===== src/sv/lrt_pkg.sv =====
// ============================================================================
// lrt_pkg
// Shared types, codes and helpers for the longest-prefix-match route table.
// ============================================================================
package lrt_pkg;

  // Default table size.
  localparam int ROUTE_ENTRIES = 64;

  // Field widths fixed by the request and result formats.
  localparam int ADDR_W = 32;
  localparam int LEN_W  = 6;
  localparam int IF_W   = 8;
  localparam int MODE_W = 2;
  localparam int STAT_W = 3;

  // Longest legal prefix length; longer requests saturate to it.
  localparam logic [LEN_W-1:0] MAX_LEN = LEN_W'(32);

  // Operation codes.
  typedef enum logic [MODE_W-1:0] {
    MODE_LOOKUP = 2'd0,
    MODE_ADD    = 2'd1,
    MODE_DELETE = 2'd2,
    MODE_CLEAR  = 2'd3
  } mode_t;

  // Result status codes.
  typedef enum logic [STAT_W-1:0] {
    ST_OK       = 3'd0,
    ST_MISS     = 3'd1,
    ST_SAME     = 3'd2,
    ST_REPLACED = 3'd3,
    ST_FULL     = 3'd4
  } status_t;

  // Controller states.
  typedef enum logic [1:0] {
    S_IDLE = 2'd0,
    S_SCAN = 2'd1,
    S_DONE = 2'd2
  } state_t;

  // One route as it is stored in a cell and reported on a lookup.
  typedef struct packed {
    logic [ADDR_W-1:0] prefix;
    logic [LEN_W-1:0]  len;
    logic              direct;
    logic [ADDR_W-1:0] gateway;
    logic [IF_W-1:0]   ifc;
  } route_t;

  // Search key broadcast to every cell for the request in progress.
  // For a lookup addr is the raw address, otherwise the masked prefix.
  typedef struct packed {
    logic [ADDR_W-1:0] addr;
    logic [LEN_W-1:0]  len;
    logic              direct;
    logic [ADDR_W-1:0] gateway;
    logic [IF_W-1:0]   ifc;
  } key_t;

  // Partial scan result handed from one cell to the next.
  typedef struct packed {
    logic   hit;
    route_t best;
    logic   exact_found;
    logic   exact_same;
    logic   free_found;
  } scan_t;

  // Write-back command broadcast to the cells; the slot index travels apart.
  typedef struct packed {
    logic   wr_en;
    logic   inv_en;
    logic   clr_all;
    route_t data;
  } wb_t;

  // Network mask with the top len bits set.
  function automatic logic [ADDR_W-1:0] len_mask(input logic [LEN_W-1:0] len);
    logic [ADDR_W-1:0] m;
    if (len >= MAX_LEN) begin
      m = {ADDR_W{1'b1}};
    end else begin
      m = ~({ADDR_W{1'b1}} >> len);
    end
    return m;
  endfunction

endpackage


===== src/sv/lrt_cell.sv =====
// ============================================================================
// lrt_cell
// One route table slot plus one stage of the search chain.
// ============================================================================
module lrt_cell #(
  parameter int IW = 6,
  parameter int ID = 0
) (
  input  logic                clk,
  input  logic                rst_n,
  input  lrt_pkg::key_t       key_i,
  input  lrt_pkg::wb_t        wb_i,
  input  logic [IW-1:0]       wb_idx_i,
  input  logic                tok_i,
  input  lrt_pkg::scan_t      carry_i,
  input  logic [IW-1:0]       exact_idx_i,
  input  logic [IW-1:0]       free_idx_i,
  output logic                tok_o,
  output lrt_pkg::scan_t      carry_o,
  output logic [IW-1:0]       exact_idx_o,
  output logic [IW-1:0]       free_idx_o,
  output logic                valid_o
);

  localparam logic [IW-1:0] MY_IDX = IW'(ID);

  logic                valid_r;
  lrt_pkg::route_t     ent_r;
  logic                tok_r;
  lrt_pkg::scan_t      carry_r;
  lrt_pkg::scan_t      carry_nxt;
  logic [IW-1:0]       exact_idx_r;
  logic [IW-1:0]       exact_idx_nxt;
  logic [IW-1:0]       free_idx_r;
  logic [IW-1:0]       free_idx_nxt;
  logic                covers;
  logic                take;
  logic                is_exact;
  logic                sel;

  assign sel = (wb_idx_i == MY_IDX);

  // Valid bit: cleared at reset and by a clear, set or dropped by write-back.
  always_ff @(posedge clk) begin
    if (!rst_n) begin
      valid_r <= 1'b0;
    end else if (wb_i.clr_all) begin
      valid_r <= 1'b0;
    end else if (wb_i.inv_en && sel) begin
      valid_r <= 1'b0;
    end else if (wb_i.wr_en && sel) begin
      valid_r <= 1'b1;
    end
  end

  // Route contents are written only together with setting the valid bit.
  always_ff @(posedge clk) begin
    if (wb_i.wr_en && sel) begin
      ent_r <= wb_i.data;
    end
  end

  // Compare this slot against the key and fold it into the running result.
  always_comb begin
    covers   = valid_r &&
               ((key_i.addr & lrt_pkg::len_mask(ent_r.len)) == ent_r.prefix);
    take     = covers && (!carry_i.hit || (ent_r.len > carry_i.best.len));
    is_exact = valid_r && (ent_r.prefix == key_i.addr) && (ent_r.len == key_i.len);

    carry_nxt     = carry_i;
    exact_idx_nxt = exact_idx_i;
    free_idx_nxt  = free_idx_i;

    // Longest covering route wins; ties keep the earlier slot.
    if (take) begin
      carry_nxt.hit  = 1'b1;
      carry_nxt.best = ent_r;
    end

    // First slot holding the same prefix and length.
    if (is_exact && !carry_i.exact_found) begin
      carry_nxt.exact_found = 1'b1;
      carry_nxt.exact_same  = (ent_r.direct == key_i.direct) &&
                              (ent_r.gateway == key_i.gateway) &&
                              (ent_r.ifc == key_i.ifc);
      exact_idx_nxt         = MY_IDX;
    end

    // Lowest free slot.
    if (!valid_r && !carry_i.free_found) begin
      carry_nxt.free_found = 1'b1;
      free_idx_nxt         = MY_IDX;
    end
  end

  // Token marks the stage that holds the live request.
  always_ff @(posedge clk) begin
    if (!rst_n) begin
      tok_r <= 1'b0;
    end else begin
      tok_r <= tok_i;
    end
  end

  // Hand the partial result to the next cell.
  always_ff @(posedge clk) begin
    carry_r     <= carry_nxt;
    exact_idx_r <= exact_idx_nxt;
    free_idx_r  <= free_idx_nxt;
  end

  assign tok_o       = tok_r;
  assign carry_o     = carry_r;
  assign exact_idx_o = exact_idx_r;
  assign free_idx_o  = free_idx_r;
  assign valid_o     = valid_r;

endmodule


===== config.mk =====
export PLATFORM = sky130hd
export DESIGN_NAME = lrt_cell
export DESIGN_NICKNAME = d
export VERILOG_FILES = /design/src/sv/lrt_pkg.sv /design/src/sv/lrt_cell.sv
export SDC_FILE = /design/constraint.sdc
export NUM_CORES = 1
export LEC_CHECK = 0
export ABC_AREA = 1
export BUFFER_PORTS_ARGS = -buffer_cell sky130_fd_sc_hd__clkbuf_2
export CAP_MARGIN = 40
export CORE_AREA = 4 4 137 139
export CTS_BUF_LIST = sky130_fd_sc_hd__clkbuf_4
export DETAILED_ROUTE_END_ITERATION = 7
export DIE_AREA = 0 0 141 143
export GPL_ROUTABILITY_DRIVEN = 0
export PLACE_DENSITY = 0.88
export REMOVE_ABC_BUFFERS = 1
export SLEW_MARGIN = 30
export SYNTH_ARGS = -nofsm -noshare
export SYNTH_HDL_FRONTEND = slang
export SYNTH_SLANG_ARGS = --single-unit

===== constraint.sdc =====
create_clock -name clk -period 5.9 [get_ports clk]
set_input_delay 0.885 -clock clk [delete_from_list [all_inputs] [get_ports clk]]
set_output_delay 0.885 -clock clk [all_outputs]
set_load 0.03 [all_outputs]

==> results.sh <==
export IMPL_outcome="complete, no violations"
export IMPL_die_area_um2=20160
export IMPL_tns_ns=0
export IMPL_synth_edf_count=79
export IMPL_yosysWarnings=0
export IMPL_final_cell_mix="clkbuf_2 (361), nand2_1 (295), nand4_1 (100)"
export IMPL_die_h_um=143
export IMPL_drc=0
export IMPL_cts_tree="built"
export IMPL_antenna_found_initial=1
export IMPL_rrSetupSlack_ns=2.35
export IMPL_min_period_ns=3.551
export IMPL_p_comb_share_pct=12.8
export IMPL_syn_area_per_cell_um2=8.446
export IMPL_final_core_utilization_pct=58.80
export IMPL_num_vias=7812
export IMPL_finClkSkew_ns=0.04054
export IMPL_drt_iter0_drc=605
export IMPL_synth_cell_types=34
export IMPL_cts_buffers=17
export IMPL_endpoint_kind="flop"
export IMPL_layout_drive_gt1_share_pct=32.57
export IMPL_maxSlewHeadroom_pct=46.01
export IMPL_power_switching_uw=656.8
export IMPL_swShare_pct=27.27
export IMPL_cts_sinks=176
export IMPL_antenna_left=0
export IMPL_synthesis_area_um2=7948
export IMPL_clkPwrFrac_pct=32.2
export IMPL_clk_latency_ns=0.56
export IMPL_arrival_ns=3.99
export IMPL_h_tree_depth=4
export IMPL_cp_start_kind="flop"
export IMPL_synth_seq_cells=176
export IMPL_clk_pin_slew_ns=0.18
export IMPL_fmax_mhz=281.6
export IMPL_ir_worst_vdd_mv=0.1430
export IMPL_grt_overflow_total=0
export IMPL_place_detailed_hpwl_um=20090
export IMPL_critPathRequiredTime_ns=6.34
export IMPL_grt_pass1_wl_um=39080
export IMPL_placement_io_buffers=361
export IMPL_initial_utilization_pct=45.01
export IMPL_internal_power_mw=1.752
export IMPL_syn_to_final_growth_pct=30.64
export IMPL_wl_per_cell_um=16.89
export IMPL_grt_start_max_net_pins=81
export IMPL_first_pass_iters=5
export IMPL_num_rows=49
export IMPL_die_x_um=141
export IMPL_yosysSeqAreaShare_pct=54.28
export IMPL_via_per_inst=5.089
export IMPL_grt_pass1_vias=7591
export IMPL_coreArea_um2=17660
export IMPL_ios=362
export IMPL_critPathMaxFanout=52
export IMPL_drv_cap=0
export IMPL_cts_resized=0
export IMPL_fin_crit_sh_pct=60.18
export IMPL_worst_slew_pin_slew_ns=0.8078
export IMPL_p_per_area_nw_per_um2=232.0
export IMPL_pwr_share_seq_pct=55.0
export IMPL_n_fill_cell=1578
export IMPL_crit_type="reg2reg"
export IMPL_cts_root_buffer="clkbuf_4"
export IMPL_synthArstFlopShare_pct=0
export IMPL_final_common_cell="clkbuf_2"
export IMPL_cts_hold_buffers=0
export IMPL_synth_ff_type="dfxtp_1"
export IMPL_syn_inst=941
export IMPL_wirelength_um=25920
export IMPL_drv_slew=0
export IMPL_finalHoldViolCount=0
export IMPL_post_cts_buffers=0
export IMPL_hold_class="in2reg"
export IMPL_grtUsageTotal_pct=24.72
export IMPL_fin_nets=1563
export IMPL_setup_viol=0
export IMPL_clk_path_buf_depth=2
export IMPL_ff_latch_area_um2=4314
export IMPL_rsz0062_at_grt="false"
export IMPL_p_leak_nw=5.301
export IMPL_multiInputGateArea_um2=3142
==> worst max-delay path: stages (launching register included) <==
cell	delay, ns
edfxtp_1	0.54
inv_2	0.23
nand2_1	0.52
nand4_1	0.28
nand2_1	0.07
nor2_1	0.11
nand2_1	0.07
nor2_1	0.09
nand2_1	0.09
nor2_4	0.50
nand3_4	0.43
buf_12	0.34
nand2_1	0.09
nand2_1	0.05
==> worst paths after layout <==
path | startpoint | to | cells past startpoint
max | ent_r[46] | carry_o[58] | 13
min | wb_i[29] | ent_r[29] | 1
max reg2reg | ent_r[46] | carry_o[58] | 13
min reg2reg | valid_o | valid_o | 2
==> power groups by stage <==
stage / registers [mW] / clock network (mW) / logic (mW)
floorplan: 1.42 / 0 / 0.0798
global placement: 1.35 / 0 / 0.298
detailed placement: 1.35 / 0 / 0.305
CTS: 1.32 / 0.793 / 0.307
global route: 1.33 / 0.841 / 0.336
finish: 1.32 / 0.775 / 0.309
==> cells in the mapped netlist, types with 9 or more instances <==
cell type | count | area share, %
nand3_1 | 34 | 2.1
clkbuf_1 | 27 | 1.3
o21ai_1 | 9 | 0.57
nand2_1 | 296 | 14
nor2_1 | 82 | 3.9
inv_1 | 87 | 4.1
o21ai_0 | 17 | 1.1
buf_2 | 9 | 0.57
or2_2 | 12 | 0.94
xnor2_1 | 15 | 1.7
nand4_1 | 100 | 7.9
edfxtp_1 | 79 | 30
dfxtp_1 | 97 | 24
xor2_1 | 27 | 3.0
==> per-stage QoR <==
stage	setup slack (ns)	instance area, µm²	total power, mW	hold slack (ns)	instances
2_1_floorplan	0.8190	7767	1.500	0.4919	901
3_3_place_gp	1.904	9921	1.648	0.5215	1496
3_5_place_dp	2.455	9996	1.656	0.5222	1499
4_1_cts	2.433	10320	2.424	0.4345	1531
5_1_grt	2.114	10380	2.505	0.4081	1535
6_report	2.349	10380	2.409	0.4881	1535
==> flip-flops by register name, summed over array words and instances, names as in the netlist <==
register,cells
valid_o,1
free_idx_o,6
tok_o,1
exact_idx_o,6
carry_o,83
ent_r,79
==> per-layer routing <==
| metal | vias to the layer above | routed length (µm) | global-route usage (%) | part of all wire (%) |
|---|---|---|---|---|
| li1 | 3816 | - | - | - |
| met2 | 410 | 12280 | 40.12 | 47 |
| met3 | 56 | 2321 | 5.961 | 9.0 |
| met5 | - | 0 | 0 | 0 |
| met4 | 0 | 653 | 7.955 | 2.5 |
| met1 | 3530 | 10670 | 32.85 | 41 |
==> cells by family (layout without fill, tap and decap cells) <==
group	count (synthesis)	in the layout	synth area share [%]
buf+inv	129	493	6.470
simple gates	545	545	30.62
flops	176	176	54.28
compound gates	43	43	3.054
xor+xnor	42	42	4.629
fa+ha+maj	6	6	0.9446
other cells	0	1	0
==> area by class of cell <==
class                      instances  share of cell area, %
antenna                            1                0.02410
clock buffer                      18                  1.302
clock inverter                    14                  1.868
inverter                          89                  3.218
multi-input combinational        636                  30.26
sequential                       176                  41.55
tap                              229                  2.760
timing repair buffer             372                  19.02
Power figures use the tool's default switching activity.
